[config.mk]
export PLATFORM = sky130hd
export DESIGN_NAME = xmodem_crc_block_sender
export DESIGN_NICKNAME = d
export VERILOG_FILES = /design/src/rtl/xcs_pkg.sv /design/src/rtl/xcs_ram.sv /design/src/rtl/xcs_front.sv /design/src/rtl/xcs_queue.sv /design/src/rtl/xcs_back.sv /design/src/rtl/xmodem_crc_block_sender.sv
export SDC_FILE = /design/constraint.sdc
export NUM_CORES = 2
export LEC_CHECK = 0
export ABC_AREA = 1
export BUFFER_PORTS_ARGS = -buffer_cell sky130_fd_sc_hd__buf_4
export CAP_MARGIN = 20
export CORE_MARGIN = 5
export CORE_UTILIZATION = 30
export DETAILED_ROUTE_END_ITERATION = 10
export PLACE_DENSITY_LB_ADDON = 0.1
export SETUP_SLACK_MARGIN = 0.1
export SLEW_MARGIN = 20
export SYNTH_ARGS = -nofsm -noshare
export SYNTH_HDL_FRONTEND = slang
export SYNTH_SLANG_ARGS = --single-unit
[constraint.sdc]
create_clock -name aclk -period 5.3 [get_ports aclk]
set_input_delay 0 -clock aclk [delete_from_list [all_inputs] [get_ports aclk]]
set_output_delay 0 -clock aclk [all_outputs]
set_load 0.005 [all_outputs]
[src/rtl/xcs_pkg.sv]
`timescale 1ns / 1ps
package xcs_pkg;

    localparam int BLOCK_BYTES = 128;
    localparam int BLK_AW      = $clog2(BLOCK_BYTES);
    localparam int HDR_BYTES   = 3;
    // slot index of the CRC high byte; the low byte follows it
    localparam logic [7:0] CRC_HI_INDEX = 8'(HDR_BYTES + BLOCK_BYTES);

    localparam int Q_DEPTH = 2;
    localparam int Q_AW    = $clog2(Q_DEPTH);
    localparam int Q_CW    = $clog2(Q_DEPTH + 1);

    localparam logic [15:0] CRC_POLY = 16'h1021;

    localparam logic [7:0] B_SOH = 8'h01;
    localparam logic [7:0] B_EOT = 8'h04;
    localparam logic [7:0] B_ACK = 8'h06;
    localparam logic [7:0] B_NAK = 8'h15;
    localparam logic [7:0] B_CAN = 8'h18;
    localparam logic [7:0] B_C   = 8'h43;
    localparam logic [7:0] B_EOF = 8'h1A;

    localparam logic [2:0] ST_BUSY      = 3'd0;
    localparam logic [2:0] ST_READY     = 3'd1;
    localparam logic [2:0] ST_COMPLETE  = 3'd2;
    localparam logic [2:0] ST_CANCELLED = 3'd3;
    localparam logic [2:0] ST_START_TO  = 3'd4;
    localparam logic [2:0] ST_REFUSED   = 3'd5;

    localparam logic [1:0] CFG_ACK_TIMEOUT = 2'd0;
    localparam logic [1:0] CFG_EOT_TIMEOUT = 2'd1;
    localparam logic [1:0] CFG_RETRY_LIMIT = 2'd2;
    localparam logic [1:0] CFG_PAD_VALUE   = 2'd3;

    typedef enum logic [2:0] {
        CMD_START  = 3'd0,
        CMD_DATA   = 3'd1,
        CMD_RX     = 3'd2,
        CMD_TICK   = 3'd3,
        CMD_SLOT   = 3'd4,
        CMD_FINISH = 3'd5,
        CMD_ABORT  = 3'd6,
        CMD_BAD    = 3'd7
    } cmd_t;

    typedef struct packed {
        logic is_c;
        logic is_ack;
        logic is_nak;
        logic is_eof;
    } rx_flags_t;

    typedef struct packed {
        cmd_t      cmd;
        logic [7:0] value;
        logic      last;
        rx_flags_t rx;
    } item_t;

    typedef struct packed {
        logic [15:0] ack_timeout;
        logic [15:0] eot_timeout;
        logic [7:0]  retry_limit;
        logic [7:0]  pad_value;
    } cfg_t;

    typedef enum logic [11:0] {
        PH_IDLE         = 12'h001,
        PH_WAIT_C       = 12'h002,
        PH_FILL         = 12'h004,
        PH_SEND         = 12'h008,
        PH_WAIT_ACK     = 12'h010,
        PH_EOT_FIRST    = 12'h020,
        PH_WAIT_EOT_ACK = 12'h040,
        PH_EOT_LAST     = 12'h080,
        PH_CAN_PEND     = 12'h100,
        PH_DONE         = 12'h200,
        PH_CANCELLED    = 12'h400,
        PH_START_TO     = 12'h800
    } phase_t;

    function automatic logic [15:0] crc_byte(input logic [15:0] crc, input logic [7:0] b);
        logic [15:0] c;
        int k;
        c = crc ^ {b, 8'h00};
        for (k = 0; k < 8; k++) begin
            c = c[15] ? ((c << 1) ^ CRC_POLY) : (c << 1);
        end
        return c;
    endfunction

endpackage

[src/rtl/xcs_ram.sv]
`timescale 1ns / 1ps
module xcs_ram #(
    parameter int WIDTH = 8,
    parameter int DEPTH = 128
) (
    input  logic                     aclk,
    input  logic                     wr_en,
    input  logic [$clog2(DEPTH)-1:0] wr_addr,
    input  logic [WIDTH-1:0]         wr_data,
    input  logic [$clog2(DEPTH)-1:0] rd_addr,
    output logic [WIDTH-1:0]         rd_data
);

    logic [WIDTH-1:0] mem [DEPTH];
    logic [WIDTH-1:0] rd_data_reg;

    always_ff @(posedge aclk) begin
        if (wr_en) begin
            mem[wr_addr] <= wr_data;
        end
        rd_data_reg <= mem[rd_addr];
    end

    assign rd_data = rd_data_reg;

endmodule

[src/rtl/xcs_front.sv]
`timescale 1ns / 1ps
module xcs_front (
    input  logic [2:0]         func,
    input  logic [7:0]         value,
    input  logic               last,
    output xcs_pkg::item_t     item
);

    xcs_pkg::cmd_t cmd;

    always_comb begin
        case (func)
            3'd0:    cmd = xcs_pkg::CMD_START;
            3'd1:    cmd = xcs_pkg::CMD_DATA;
            3'd2:    cmd = xcs_pkg::CMD_RX;
            3'd3:    cmd = xcs_pkg::CMD_TICK;
            3'd4:    cmd = xcs_pkg::CMD_SLOT;
            3'd5:    cmd = xcs_pkg::CMD_FINISH;
            3'd6:    cmd = xcs_pkg::CMD_ABORT;
            default: cmd = xcs_pkg::CMD_BAD;
        endcase
    end

    // classify partner bytes ahead of the sequencer
    always_comb begin
        item.cmd       = cmd;
        item.value     = value;
        item.last      = last;
        item.rx.is_c   = (value == xcs_pkg::B_C);
        item.rx.is_ack = (value == xcs_pkg::B_ACK);
        item.rx.is_nak = (value == xcs_pkg::B_NAK);
        item.rx.is_eof = (value == xcs_pkg::B_EOF);
    end

endmodule

[src/rtl/xcs_queue.sv]
`timescale 1ns / 1ps
module xcs_queue (
    input  logic               aclk,
    input  logic               aresetn,
    input  logic               push,
    input  xcs_pkg::item_t     push_item,
    output logic               ready,
    input  logic               pop,
    output logic               valid,
    output xcs_pkg::item_t     head
);

    xcs_pkg::item_t             slot_reg [xcs_pkg::Q_DEPTH];
    logic [xcs_pkg::Q_AW-1:0]   wr_ptr_reg;
    logic [xcs_pkg::Q_AW-1:0]   rd_ptr_reg;
    logic [xcs_pkg::Q_CW-1:0]   count_reg;
    logic [xcs_pkg::Q_CW-1:0]   count_next;
    logic                       do_push;
    logic                       do_pop;

    assign ready   = (count_reg != xcs_pkg::Q_CW'(xcs_pkg::Q_DEPTH));
    assign valid   = (count_reg != '0);
    assign do_push = push && ready;
    assign do_pop  = pop && valid;
    assign head    = slot_reg[rd_ptr_reg];

    always_comb begin
        count_next = count_reg;
        if (do_push && !do_pop) begin
            count_next = count_reg + 1'b1;
        end else if (!do_push && do_pop) begin
            count_next = count_reg - 1'b1;
        end
    end

    always_ff @(posedge aclk) begin
        if (!aresetn) begin
            wr_ptr_reg <= '0;
            rd_ptr_reg <= '0;
            count_reg  <= '0;
        end else begin
            count_reg <= count_next;
            if (do_push) begin
                wr_ptr_reg <= wr_ptr_reg + 1'b1;
            end
            if (do_pop) begin
                rd_ptr_reg <= rd_ptr_reg + 1'b1;
            end
        end
    end

    always_ff @(posedge aclk) begin
        if (do_push) begin
            slot_reg[wr_ptr_reg] <= push_item;
        end
    end

endmodule

[src/rtl/xcs_back.sv]
`timescale 1ns / 1ps
module xcs_back (
    input  logic               aclk,
    input  logic               aresetn,
    input  xcs_pkg::cfg_t      cfg,
    input  logic               q_valid,
    input  xcs_pkg::item_t     item,
    output logic               q_pop,
    output logic               m_tvalid,
    input  logic               m_tready,
    output logic [15:0]        m_tdata
);

    xcs_pkg::phase_t phase_reg, phase_next;
    logic [7:0]  fill_count_reg, fill_count_next;
    logic [7:0]  block_number_reg, block_number_next;
    logic [7:0]  retry_count_reg, retry_count_next;
    logic [15:0] wait_ticks_reg, wait_ticks_next;
    logic [7:0]  send_index_reg, send_index_next;
    logic [15:0] crc_reg, crc_next;
    logic        final_reg, final_next;

    logic        m_valid_reg;
    logic [15:0] m_data_reg;

    logic        fire;
    logic        txv;
    logic [7:0]  txb;
    logic        refused;
    logic [2:0]  status;
    logic [7:0]  data_index;
    logic [7:0]  fill_inc;
    logic [16:0] tick_sum;
    logic [15:0] tick_limit;

    logic                       ram_we;
    logic [xcs_pkg::BLK_AW-1:0] ram_raddr;
    logic [7:0]                 ram_rdata;

    assign fire  = q_valid && (!m_valid_reg || m_tready);
    assign q_pop = fire;

    assign data_index = send_index_reg - 8'(xcs_pkg::HDR_BYTES);
    assign fill_inc   = fill_count_reg + 8'd1;
    assign tick_sum   = {1'b0, wait_ticks_reg} + 17'd1;
    assign tick_limit = (phase_reg == xcs_pkg::PH_WAIT_EOT_ACK) ? cfg.eot_timeout
                                                                  : cfg.ack_timeout;

    // prefetch the byte that the next data slot will take
    assign ram_raddr = xcs_pkg::BLK_AW'(send_index_next - 8'(xcs_pkg::HDR_BYTES));
    assign ram_we    = fire && (item.cmd == xcs_pkg::CMD_DATA)
                       && (phase_reg == xcs_pkg::PH_FILL)
                       && (fill_count_reg < 8'(xcs_pkg::BLOCK_BYTES));

    xcs_ram #(
        .WIDTH (8),
        .DEPTH (xcs_pkg::BLOCK_BYTES)
    ) u_store (
        .aclk    (aclk),
        .wr_en   (ram_we),
        .wr_addr (fill_count_reg[xcs_pkg::BLK_AW-1:0]),
        .wr_data (item.value),
        .rd_addr (ram_raddr),
        .rd_data (ram_rdata)
    );

    always_comb begin
        phase_next        = phase_reg;
        fill_count_next   = fill_count_reg;
        block_number_next = block_number_reg;
        retry_count_next  = retry_count_reg;
        wait_ticks_next   = wait_ticks_reg;
        send_index_next   = send_index_reg;
        crc_next          = crc_reg;
        final_next        = final_reg;
        txv               = 1'b0;
        txb               = 8'h00;
        refused           = 1'b0;

        if (fire) begin
            case (item.cmd)
                xcs_pkg::CMD_START: begin
                    phase_next        = xcs_pkg::PH_WAIT_C;
                    fill_count_next   = 8'd0;
                    block_number_next = 8'd1;
                    retry_count_next  = 8'd0;
                    wait_ticks_next   = 16'd0;
                    send_index_next   = 8'd0;
                    crc_next          = 16'd0;
                    final_next        = 1'b0;
                end
                xcs_pkg::CMD_DATA: begin
                    if (!ram_we) begin
                        refused = 1'b1;
                    end else begin
                        fill_count_next = fill_inc;
                        if (item.last || fill_inc >= 8'(xcs_pkg::BLOCK_BYTES)) begin
                            final_next      = item.last;
                            phase_next      = xcs_pkg::PH_SEND;
                            send_index_next = 8'd0;
                            crc_next        = 16'd0;
                        end
                    end
                end
                xcs_pkg::CMD_RX: begin
                    if (phase_reg == xcs_pkg::PH_WAIT_C) begin
                        if (item.rx.is_c) begin
                            phase_next      = xcs_pkg::PH_FILL;
                            fill_count_next = 8'd0;
                            final_next      = 1'b0;
                        end
                    end else if (phase_reg == xcs_pkg::PH_WAIT_ACK) begin
                        if (item.rx.is_ack) begin
                            block_number_next = block_number_reg + 8'd1;
                            retry_count_next  = 8'd0;
                            fill_count_next   = 8'd0;
                            final_next        = 1'b0;
                            phase_next        = xcs_pkg::PH_FILL;
                        end else if (item.rx.is_nak) begin
                            if (retry_count_reg > cfg.retry_limit) begin
                                phase_next = xcs_pkg::PH_CAN_PEND;
                            end else begin
                                if (retry_count_reg != 8'hFF) begin
                                    retry_count_next = retry_count_reg + 8'd1;
                                end
                                phase_next      = xcs_pkg::PH_SEND;
                                send_index_next = 8'd0;
                                crc_next        = 16'd0;
                            end
                        end else if (item.rx.is_eof) begin
                            phase_next = xcs_pkg::PH_EOT_LAST;
                        end
                    end else if (phase_reg == xcs_pkg::PH_WAIT_EOT_ACK) begin
                        if (item.rx.is_ack) begin
                            phase_next = xcs_pkg::PH_EOT_LAST;
                        end else if (item.rx.is_nak) begin
                            phase_next = xcs_pkg::PH_CAN_PEND;
                        end
                    end
                end
                xcs_pkg::CMD_TICK: begin
                    if (phase_reg == xcs_pkg::PH_WAIT_C || phase_reg == xcs_pkg::PH_WAIT_ACK
                        || phase_reg == xcs_pkg::PH_WAIT_EOT_ACK) begin
                        wait_ticks_next = tick_sum[15:0];
                        if (tick_sum >= {1'b0, tick_limit}) begin
                            wait_ticks_next = 16'd0;
                            if (phase_reg == xcs_pkg::PH_WAIT_C) begin
                                phase_next = xcs_pkg::PH_START_TO;
                            end else if (phase_reg == xcs_pkg::PH_WAIT_ACK) begin
                                if (retry_count_reg > cfg.retry_limit) begin
                                    phase_next = xcs_pkg::PH_CAN_PEND;
                                end else begin
                                    if (retry_count_reg != 8'hFF) begin
                                        retry_count_next = retry_count_reg + 8'd1;
                                    end
                                    phase_next      = xcs_pkg::PH_SEND;
                                    send_index_next = 8'd0;
                                    crc_next        = 16'd0;
                                end
                            end else begin
                                phase_next = xcs_pkg::PH_CAN_PEND;
                            end
                        end
                    end
                end
                xcs_pkg::CMD_SLOT: begin
                    if (phase_reg == xcs_pkg::PH_SEND) begin
                        txv             = 1'b1;
                        send_index_next = send_index_reg + 8'd1;
                        if (send_index_reg == 8'd0) begin
                            txb = xcs_pkg::B_SOH;
                        end else if (send_index_reg == 8'd1) begin
                            txb = block_number_reg;
                        end else if (send_index_reg == 8'd2) begin
                            txb = ~block_number_reg;
                        end else if (send_index_reg < xcs_pkg::CRC_HI_INDEX) begin
                            // pad past the fill point of a short final block
                            if (final_reg && data_index >= fill_count_reg) begin
                                txb = cfg.pad_value;
                            end else begin
                                txb = ram_rdata;
                            end
                            crc_next = xcs_pkg::crc_byte(crc_reg, txb);
                        end else if (send_index_reg == xcs_pkg::CRC_HI_INDEX) begin
                            txb = crc_reg[15:8];
                        end else begin
                            txb             = crc_reg[7:0];
                            phase_next      = xcs_pkg::PH_WAIT_ACK;
                            wait_ticks_next = 16'd0;
                        end
                    end else if (phase_reg == xcs_pkg::PH_EOT_FIRST) begin
                        txv             = 1'b1;
                        txb             = xcs_pkg::B_EOT;
                        phase_next      = xcs_pkg::PH_WAIT_EOT_ACK;
                        wait_ticks_next = 16'd0;
                    end else if (phase_reg == xcs_pkg::PH_EOT_LAST) begin
                        txv        = 1'b1;
                        txb        = xcs_pkg::B_EOT;
                        phase_next = xcs_pkg::PH_DONE;
                    end else if (phase_reg == xcs_pkg::PH_CAN_PEND) begin
                        txv        = 1'b1;
                        txb        = xcs_pkg::B_CAN;
                        phase_next = xcs_pkg::PH_CANCELLED;
                    end
                end
                xcs_pkg::CMD_FINISH: begin
                    if (phase_reg != xcs_pkg::PH_FILL) begin
                        refused = 1'b1;
                    end else begin
                        fill_count_next = 8'd0;
                        final_next      = 1'b0;
                        phase_next      = xcs_pkg::PH_EOT_FIRST;
                    end
                end
                xcs_pkg::CMD_ABORT: begin
                    phase_next = xcs_pkg::PH_CAN_PEND;
                end
                default: begin
                    refused = 1'b1;
                end
            endcase
        end
    end

    always_comb begin
        case (phase_next)
            xcs_pkg::PH_FILL:      status = xcs_pkg::ST_READY;
            xcs_pkg::PH_DONE:      status = xcs_pkg::ST_COMPLETE;
            xcs_pkg::PH_CANCELLED: status = xcs_pkg::ST_CANCELLED;
            xcs_pkg::PH_START_TO:  status = xcs_pkg::ST_START_TO;
            default:               status = xcs_pkg::ST_BUSY;
        endcase
        if (refused) begin
            status = xcs_pkg::ST_REFUSED;
        end
    end

    always_ff @(posedge aclk) begin
        if (!aresetn) begin
            phase_reg        <= xcs_pkg::PH_IDLE;
            fill_count_reg   <= 8'd0;
            block_number_reg <= 8'd1;
            retry_count_reg  <= 8'd0;
            wait_ticks_reg   <= 16'd0;
            send_index_reg   <= 8'd0;
            crc_reg          <= 16'd0;
            final_reg        <= 1'b0;
            m_valid_reg      <= 1'b0;
        end else begin
            phase_reg        <= phase_next;
            fill_count_reg   <= fill_count_next;
            block_number_reg <= block_number_next;
            retry_count_reg  <= retry_count_next;
            wait_ticks_reg   <= wait_ticks_next;
            send_index_reg   <= send_index_next;
            crc_reg          <= crc_next;
            final_reg        <= final_next;
            if (fire) begin
                m_valid_reg <= 1'b1;
            end else if (m_tready) begin
                m_valid_reg <= 1'b0;
            end
        end
    end

    // hold the result until the sink takes it
    always_ff @(posedge aclk) begin
        if (fire) begin
            m_data_reg <= {4'b0000, status, txb, txv};
        end
    end

    assign m_tvalid = m_valid_reg;
    assign m_tdata  = m_data_reg;

    a_fill_bound: assert property (@(posedge aclk) disable iff (!aresetn)
        (phase_reg == xcs_pkg::PH_FILL) |-> (fill_count_reg < 8'(xcs_pkg::BLOCK_BYTES)))
        else $error("fill count reached a full block while still filling");

    a_send_bound: assert property (@(posedge aclk) disable iff (!aresetn)
        (phase_reg == xcs_pkg::PH_SEND) |-> (send_index_reg <= xcs_pkg::CRC_HI_INDEX + 8'd1))
        else $error("send index ran past the CRC low byte");

    a_slot_sends: assert property (@(posedge aclk) disable iff (!aresetn)
        (fire && item.cmd == xcs_pkg::CMD_SLOT && phase_reg == xcs_pkg::PH_SEND)
        |=> (m_valid_reg && m_data_reg[0]))
        else $error("transmit slot during block send gave no line byte");

    a_bad_refused: assert property (@(posedge aclk) disable iff (!aresetn)
        (fire && item.cmd == xcs_pkg::CMD_BAD)
        |=> (m_valid_reg && m_data_reg[11:9] == xcs_pkg::ST_REFUSED))
        else $error("unknown request not reported as refused");

endmodule

[src/rtl/xmodem_crc_block_sender.sv]
`timescale 1ns / 1ps
// Channel   Dir  Handshake           Payload
// s_        in   s_tvalid/s_tready   tdata: value; tuser: func; tlast: last_of_data
// m_        out  m_tvalid/m_tready   tdata: tx_valid, tx_byte, status
// cfg_      in   cfg_wr_en           cfg_index selects register, cfg_wdata
//
// One request in, one result out; sustained rate one request per cycle while m_tready
// is held, each request passing through the front queue and then the result register.
// The block store is a 128 x 8 RAM read one slot ahead of the sequencer.
// Synchronous active-low reset clears control state; the store is not cleared.
// A stalled m_ side fills the two-entry queue, then drops s_tready.
module xmodem_crc_block_sender (
    input  logic        aclk,
    input  logic        aresetn,
    input  logic        s_tvalid,
    output logic        s_tready,
    input  logic [7:0]  s_tdata,   // [7:0] value
    input  logic [2:0]  s_tuser,   // [2:0] func
    input  logic        s_tlast,
    output logic        m_tvalid,
    input  logic        m_tready,
    output logic [15:0] m_tdata,   // [0] tx_valid, [8:1] tx_byte, [11:9] status, rest zero
    input  logic        cfg_wr_en,
    input  logic [1:0]  cfg_index,
    input  logic [15:0] cfg_wdata
);

    xcs_pkg::cfg_t  cfg_reg;
    xcs_pkg::item_t front_item;
    xcs_pkg::item_t head_item;
    logic           q_valid;
    logic           q_pop;

    always_ff @(posedge aclk) begin
        if (!aresetn) begin
            cfg_reg.ack_timeout <= 16'd30000;
            cfg_reg.eot_timeout <= 16'd30000;
            cfg_reg.retry_limit <= 8'd15;
            cfg_reg.pad_value   <= 8'hFF;
        end else if (cfg_wr_en) begin
            case (cfg_index)
                xcs_pkg::CFG_ACK_TIMEOUT: cfg_reg.ack_timeout <= cfg_wdata;
                xcs_pkg::CFG_EOT_TIMEOUT: cfg_reg.eot_timeout <= cfg_wdata;
                xcs_pkg::CFG_RETRY_LIMIT: cfg_reg.retry_limit <= cfg_wdata[7:0];
                xcs_pkg::CFG_PAD_VALUE:   cfg_reg.pad_value   <= cfg_wdata[7:0];
                default: ;
            endcase
        end
    end

    xcs_front u_front (
        .func  (s_tuser),
        .value (s_tdata),
        .last  (s_tlast),
        .item  (front_item)
    );

    xcs_queue u_queue (
        .aclk      (aclk),
        .aresetn   (aresetn),
        .push      (s_tvalid),
        .push_item (front_item),
        .ready     (s_tready),
        .pop       (q_pop),
        .valid     (q_valid),
        .head      (head_item)
    );

    xcs_back u_back (
        .aclk     (aclk),
        .aresetn  (aresetn),
        .cfg      (cfg_reg),
        .q_valid  (q_valid),
        .item     (head_item),
        .q_pop    (q_pop),
        .m_tvalid (m_tvalid),
        .m_tready (m_tready),
        .m_tdata  (m_tdata)
    );

endmodule
==> metrics.md <==
| Metric | Value |
|---|---|
| IO Count | `53` |
| Critical Setup Path Class | `register to register` |
| Mux cell area share after synthesis | `0.268%` |
| Post-synth EDFFs | `1,068` |
| Slew Viols, Final | `0` |
| Cell repeated most along the worst path | `nand3_1` |
| Post-Synth Adder-Cell Area | `0.939%` |
| Main combinational cell family by area after synthesis | `simple AND/OR/NAND/NOR gates` |
| Crit-path leading delay family | `simple AND/OR/NAND/NOR gates` |
| Data required time of the worst path | `6020 ps` |
| RSZ-0062 raised after global routing | `yes` |
| #FFs+latches synth | `1,207` |
| Worst setup EP type | `register` |
| WP data arrival | `5580 ps` |
| End of the worst register-to-register path | `u_back.u_store.rd_data[2]` |
| Reg2reg setup slack | `450 ps` |
| Post-Syn Instances | `5,997` |
| Fin crit share | `91.5%` |
| Final Hold Fails | `0` |
| First-pass GRT wire length | `272,000 microns` |
| Cell area power density | `460 mW/mm^2` |
| Maxcap violations | `0` |
| Final wirelength | `185,000 microns` |
| Slew headroom | `26.3%` |
| Final setup violation count | `0` |
| Yosys cell types | `60` |
| Routed vias | `40,858` |
| Slowest cell on the critical path | `dfxtp_1` |
| Initial antenna violation count | `7` |
| CTS clk-pin slew, worst paths | `60 ps` |
| Initial Util | `30.2%` |
| Iter 0 DRT Violations | `3,178` |
| IO buf count | `48` |
| Routed WL per cell | `21.2 microns` |
| Vias in the first global route | `39,958` |
| GRT Util Overall | `18.4%` |
| Routability cong. | `0.850` |
| Simple-gate share of the synthesized area | `23.4%` |
| Status | `completed` |
| Main synth FF type | `edfxtp_1` |
| Vias/cell | `4.67` |
| Crit Path Max Fanout | `15` |
| R2R cell count | `31` |
| CTS buffer count | `146` |
| Fmax | `206 MHz` |
| Die Wd | `442 microns` |
| Layout area overhead | `17.9%` |
| Syn. warnings | `0` |
| Synth Cell Area | `0.0559 sq mm` |
| Worst slew pin tran | `1110 ps` |
| Hold EP | `u_back.m_tvalid` |
| Startpoint Class | `register` |
| Crit path buffers/inverters | `9` |
| Antenna Violating Nets Remaining | `0` |
| Max FFs per register | `1,024` |
| Clock Path Buffers | `3` |
| CP max stage delay | `350 ps` |
| Xor and xnor area share after synthesis | `0.510%` |
| Share of cells above drive strength 1 | `8.99%` |
| Post-synthesis sequential area ratio | `62.3%` |
| CTS tree | `yes` |
| Leak Pwr | `28.0 nW` |
| Filler cell count | `18,947` |
| Site Rows | `158` |
| Min-delay src | `m_tready` |
| Pre-antenna DRT Iters | `5` |
| Die ar. | `0.195 sq mm` |
| DPL Wire Length | `114,000 microns` |
| Hold Crit Class | `input port to register` |
| Core Footprint | `0.185 sq mm` |
| Reg-to-reg startpoint | `u_back.wait_ticks_reg[0]` |
| Worst-Skew Late Latency | `800 ps` |
| Clock root buffer master | `clkbuf_16` |
| GR Overflow Total | `0` |
| Worst hold slack | `69.4 ps` |
| Die height | `442 microns` |
| Post-synthesis compound-gate area fraction | `3.23%` |
| Min Tclk post-route | `4850 ps` |
| Largest net degree at the start of global routing | `121` |
| Clk sinks | `1,207` |
| Synthesized area per cell | `9.33 sq um` |
| Post-route DRC violation count | `0` |
| Asr flop ratio synth | `0%` |
| Nets | `6,247` |
| Worst Clk Skew | `34.3 ps` |
| Htree depth | `4` |
| Hold path depth | `5` |
| Peak VDD IR | `0.376 mV` |
| Fin Setup TNS | `0 ps` |
| Total chip power | `30.3 mW` |
tightest hold or removal path, cell delays in order:
cell,delay (ps)
dlygate4sd3_1,520
buf_4,100
nor2_1,50
nor2_1,100
nor2_1,40
metrics by stage:
stage / utilization, % / area, sq um / std cells / setup WS [ps]
4_1_cts: 35.2 / 65300 / 8735 / 225
3_3_place_gp: 32.4 / 60100 / 8416 / 136
2_1_floorplan: - / 55900 / 6000 / 656
5_1_grt: 35.5 / 65900 / 8753 / 71.0
6_report: 35.6 / 65900 / 8754 / 449
3_5_place_dp: 32.4 / 60100 / 8416 / 114
cells in the mapped netlist, drive strengths merged, types with 5 or more instances:
master / n / area [sq um]
nand2: 1727 / 6520
a21oi: 79 / 403
nor3b: 6 / 45.0
o21ai: 159 / 815
inv: 1054 / 3960
nor2: 342 / 1330
edfxtp: 1068 / 32100
nor3: 35 / 175
ha: 42 / 526
a31oi: 6 / 37.5
o221ai: 5 / 43.8
clkbuf: 96 / 360
nand3: 855 / 4310
or2: 12 / 75.1
xor2: 23 / 209
mux2i: 15 / 150
o211ai: 11 / 96.3
dfxtp: 139 / 2780
nand3b: 59 / 443
a22oi: 17 / 128
nor4: 10 / 62.6
xnor2: 7 / 76.3
nand4: 15 / 100
buf: 180 / 930
area by class of cell:
cell class | instances | area [sq um] | area share (%)
clock inverters | 62 | 682 | 1.03
repair buffers | 296 | 3190 | 4.84
multi-input cells | 3464 | 16300 | 24.7
well taps | 2480 | 3100 | 4.71
repair inverters | 1 | 8.76 | 0.0133
clock buffers | 188 | 3840 | 5.83
diodes | 2 | 5.00 | 0.00759
flip-flops and latches | 1207 | 34900 | 52.9
inverters | 1054 | 3970 | 6.02
cell usage in the layout (no fill, tap or decap), drive strengths merged, types with 59 or more instances in the layout:
cell type,Yosys,final
nand3b,59,59
dlygate4sd3,0,69
edfxtp,1068,1068
nor2,342,342
a21oi,79,79
nand2,1727,1728
inv,1054,1065
dfxtp,139,139
o21ai,159,159
nand3,855,855
clkbuf,96,193
buf,180,222
kinds of logic (layout without fill, tap and decap cells):
kind of cell,after synthesis,count (layout)
AO/OA/AOI/OAI,310,310
XOR/XNOR,30,30
adder cells (fa/ha/maj),42,42
buffers and inverters,1330,1601
flip-flops,1207,1207
multiplexers,15,15
other,1,6
AND/OR/NAND/NOR,3062,3063
layer usage:
metal  up-vias  wire length, microns  track usage [%]
li1      19777                     -                -
met1     20055                 86900             25.8
met2       821                 87100             30.2
met3       201                  7680             2.51
met4         4                  3430             4.24
met5         -                    25                0
how the worst max path moves through the flow:
stage	start	endpoint	slack, ps	depth (start not counted)
floorplan	u_back.phase_reg[3]	u_back.u_store.rd_data[0]	660	32
global placement	u_back.phase_reg[0]	u_back.u_store.rd_data[7]	140	32
detailed placement	u_back.phase_reg[0]	u_back.u_store.rd_data[6]	110	29
CTS	u_back.wait_ticks_reg[6]	u_back.u_store.rd_data[6]	230	27
global route	u_back.phase_reg[0]	u_back.u_store.rd_data[2]	70	34
finish	u_back.wait_ticks_reg[0]	u_back.u_store.rd_data[2]	450	31
where the power goes:
| group | switching (mW) | total (mW) | internal (mW) | leakage [nW] |
|---|---|---|---|---|
| Combinational | 6.71 | 8.91 | 2.20 | 15.0 |
| Clock | 4.15 | 9.73 | 5.58 | 2.21 |
| Sequential | 0.149 | 11.7 | 11.6 | 10.8 |
what timing repair did:
item                       CTS  global route
hold endpoints to repair   133             0
cloned                       0             7
setup buffers                0            10
pin swaps                    0             9
setup endpoints to repair    1             8
hold buffers                69             0
gates resized for setup      1            67
No activity file was read; power rests on OpenSTA's default activity.
